$ cat config.mk
export PLATFORM = sky130hd
export DESIGN_NAME = ihm_ram
export DESIGN_NICKNAME = d
export VERILOG_FILES = /design/src/rtl/ihm_ram.sv
export SDC_FILE = /design/constraint.sdc
export NUM_CORES = 1
export LEC_CHECK = 0
export BUFFER_PORTS_ARGS = -buffer_cell sky130_fd_sc_hd__buf_2
export CORE_ASPECT_RATIO = 1.25
export CORE_UTILIZATION = 35
export CTS_BUF_LIST = sky130_fd_sc_hd__clkbuf_16
export DETAILED_ROUTE_END_ITERATION = 6
export SKIP_CTS_REPAIR_TIMING = 1
export SLEW_MARGIN = 15
export SYNTH_ARGS = -nofsm -noshare
export SYNTH_HDL_FRONTEND = slang
export SYNTH_SLANG_ARGS = --single-unit
$ cat constraint.sdc
create_clock -name clk_i -period 5.7 [get_ports clk_i]
set_clock_uncertainty 0.2 [all_clocks]
set_input_delay 0.57 -clock clk_i [delete_from_list [all_inputs] [get_ports clk_i]]
set_output_delay 0.57 -clock clk_i [all_outputs]
set_load 0.01 [all_outputs]
$ cat src/rtl/ihm_ram.sv
// Generic single-port synchronous RAM, registered read.
// No dependencies.
module ihm_ram #(
  parameter int WIDTH = 8,
  parameter int DEPTH = 16
) (
  input  logic                     clk_i,
  input  logic                     we_i,
  input  logic                     re_i,
  input  logic [$clog2(DEPTH)-1:0] addr_i,
  input  logic [WIDTH-1:0]         wdata_i,
  output logic [WIDTH-1:0]         rdata_o
);

  logic [WIDTH-1:0] mem [DEPTH];
  logic [WIDTH-1:0] rdata_q;

  always_ff @(posedge clk_i) begin
    if (we_i) begin
      mem[addr_i] <= wdata_i;
    end
    if (re_i) begin
      rdata_q <= mem[addr_i];
    end
  end

  assign rdata_o = rdata_q;

endmodule

==> summary.md <==
| Metric | Value |
|---|---|
| Status | finished, final reports clean |
| Largest delay share family, worst path | simple AND/OR/NAND/NOR gates |
| WL per Instance | 21.8 um |
| Worst-path cell chain | buf_2 > nand2_1 > nor2_1 |
| Initial Util | 0.359 |
| Largest net degree at the start of global routing | 40 |
| # IOs | 23 |
| Initial antenna violation count | 1 |
| Setup ws final | 3130 ps |
| Violation count after the first detailed-route iteration | 220 |
| Max Buffers Root-to-Sink | 2 |
| Post-layout min period | 2570 ps |
| Die area | 0.0152 mm2 |
| Sequential area share after synthesis | 0.793 |
| Hold WC Path Type | input pin to register |
| R2r endpoint | rdata_o[4] |
| CP required | 5530 ps |
| Uppermost routed layer | met5 |
| Port bufs | 22 |
| Final setup viols | 0 |
| Met2 wire length | 5410 um |
| CTS tree | done |
| Post-synth cell types | 17 |
| Worst IR drop on VDD | 0.216 mV |
| First-pass GRT wire length | 14900 um |
| Final wirelength | 9880 um |
| Worst hold slack | 336 ps |
| Vias in the first global route | 2437 |
| CP bufs+invs | 1 |
| Placeable Area | 0.0143 mm2 |
| Final Max Slew Viols | 0 |
| DRC Markers | 0 |
| Count of maximum capacitance violations | 0 |
| Post-Route Setup TNS | 0 ps |
| Post-Syn Nets | 245 |
| Post-DP HPWL | 6230 um |
| Crit Path Max Fanout | 39 |
| CP peak stage delay | 810 ps |
| Crit start category | input pin |
| Critical Path Sink Type | register |
| Die H | 138 um |
| GP Congestion | 0.706 |
| Worst R2R Path Depth | 3 |
| Root Buffer | clkbuf_16 |
| Netlist Area Pre-Place | 0.00515 mm2 |
| Max stage delay cell, worst path | nor2_1 |
| First-pass DRT Iterations | 4 |
| Core Rows | 49 |
| CTS Sinks | 136 |
| ANT cells | 0 |
| H-tree Lvls | 4 |
| Worst r2r src | mem[11][4] |
| Layout Nets | 277 |
| Routed vias | 2338 |
| Fraction of layout cells with a size suffix above 1 | 0.327 |
| Flop-to-flop setup slack | 4040 ps |
| Synth Area per Inst | 22.4 um2 |
| Syn Inst Count | 230 |
| DRT met1 WL | 3840 um |
| Unrepaired setup endpoints after global routing | no |
| Reg clk slew, reported paths | 60 ps |
| Critical Setup Path Class | input pin to register |
| Lkg Pwr | 1.96 nW |
| Critical path arrival | 2400 ps |
| Syn. warnings | 0 |
| Worst slew pin tran | 983 ps |
| Cell count of the worst hold path | 1 |
| Hold endpoint | mem[13][4] |
| Tot GR Track Use | 0.142 |
| Final ANT Viol Nets | 0 |
| Die Wd | 110 um |
| Worst hold start | wdata_i[4] |
| Gr ovfl total | 0 |
| Clock latency on the worst-skew pair | 410 ps |
| Final hold violations | 0 |
| Worst slew margin | 0.345 |
| Pre-CTS WS | 2570 ps |
| Synthesis-to-finish area growth | 17.7% |
| Met3 wire length | 550 um |
| Final worst-path cycle share | 0.450 |
| Power per cell area | 387 mW/mm2 |
| Vias per inst | 5.16 |
| Fill cells | 1249 |
| Synthesized flop and latch total | 136 |
| Max frequency | 389 MHz |
| CTS Buf Count | 17 |
==> metrics by stage <==
step | instance area, um2 | power, mW | util | instances
floorplan | 5150 | 1.21 | - | 230
global placement | 5450 | 1.25 | 0.380 | 421
detailed placement | 5450 | 1.26 | 0.380 | 421
CTS | 6060 | 2.37 | 0.422 | 453
global route | 6060 | 2.42 | 0.422 | 453
finish | 6060 | 2.35 | 0.422 | 453
==> placed cells by master (no fill, tap or decap), types with 2 or more instances in the layout <==
| master | instances |
|---|---|
| edfxtp_1 | 136 |
| mux4_2 | 32 |
| buf_2 | 22 |
| clkbuf_16 | 17 |
| a22oi_1 | 16 |
| nor2_1 | 13 |
| nand2_1 | 9 |
| clkinv_2 | 6 |
| bufinv_16 | 4 |
| nor3_2 | 3 |
| nor2b_1 | 2 |
| nand3b_1 | 2 |
| nand2b_1 | 2 |
| clkinv_4 | 2 |
| buf_4 | 2 |
==> registers in the layout, indices dropped and copies added (netlist names) <==
signal / cells
rdata_o: 8
mem: 128
==> synthesized netlist by cell type (all sizes together) <==
| cell | instances | area share |
|---|---|---|
| mux4 | 32 | 0.14 |
| nand2 | 9 | 0.0066 |
| nand2b | 2 | 0.0024 |
| clkbuf | 3 | 0.0024 |
| nor3 | 4 | 0.0039 |
| or3b | 1 | 0.0017 |
| buf | 8 | 0.0092 |
| nand3 | 1 | 0.00097 |
| nor2b | 2 | 0.0024 |
| a22oi | 16 | 0.023 |
| edfxtp | 136 | 0.79 |
| nand3b | 2 | 0.0029 |
| nor2 | 13 | 0.0095 |
| and2 | 1 | 0.0012 |
==> layer usage <==
layer / track usage / up-vias
li1: - / 1042
met3: 0.0590 / 4
met1: 0.160 / 1218
met4: 0.0585 / 2
met2: 0.241 / 72
met5: 0 / -
==> worst max-delay path by stage <==
stage	start	end	slack, ps	depth (start not counted)
finish	addr_i[1]	mem[7][7]	3130	3
global route	addr_i[1]	mem[7][2]	2990	3
CTS	addr_i[1]	mem[6][0]	3090	3
detailed placement	addr_i[1]	mem[6][0]	2570	3
global placement	addr_i[0]	rdata_o[7]	2680	5
floorplan	addr_i[2]	mem[0][0]	3440	2
==> worst register-to-register path: cells and delay by family (launching register included) <==
kind             cells  cell delay, ps
AND/OR/NAND/NOR      1              90
multiplexers         1             480
AO/OA/AOI/OAI        1             280
flip-flops           1             370
==> area by class of cell <==
| class | count | area, um2 | area share |
|---|---|---|---|
| well taps | 178 | 223 | 0.0368 |
| clock inverters | 15 | 184 | 0.0304 |
| repair buffers | 24 | 125 | 0.0206 |
| flip-flops and latches | 136 | 4080 | 0.674 |
| multi-input cells | 83 | 1020 | 0.168 |
| clock buffers | 17 | 425 | 0.0702 |
==> power by group <==
part / switching, mW / leakage (nW) / internal [mW] / total, mW
Sequential: 0.00616 / 1.24 / 1.13 / 1.13
Combinational: 0.0594 / 0.410 / 0.0394 / 0.0988
Clock: 0.388 / 0.309 / 0.725 / 1.11
Total: 0.454 / 1.96 / 1.89 / 2.35
==> cell families (layout without fill, tap and decap cells) <==
logic type | after synthesis | count (layout) | synth area share
buffers and inverters | 11 | 56 | 0.0117
multiplexers | 32 | 32 | 0.140
flip-flops | 136 | 136 | 0.793
AND/OR/NAND/NOR | 35 | 35 | 0.0316
AO/OA/AOI/OAI | 16 | 16 | 0.0233
No activity file was read; power rests on OpenSTA's default activity.
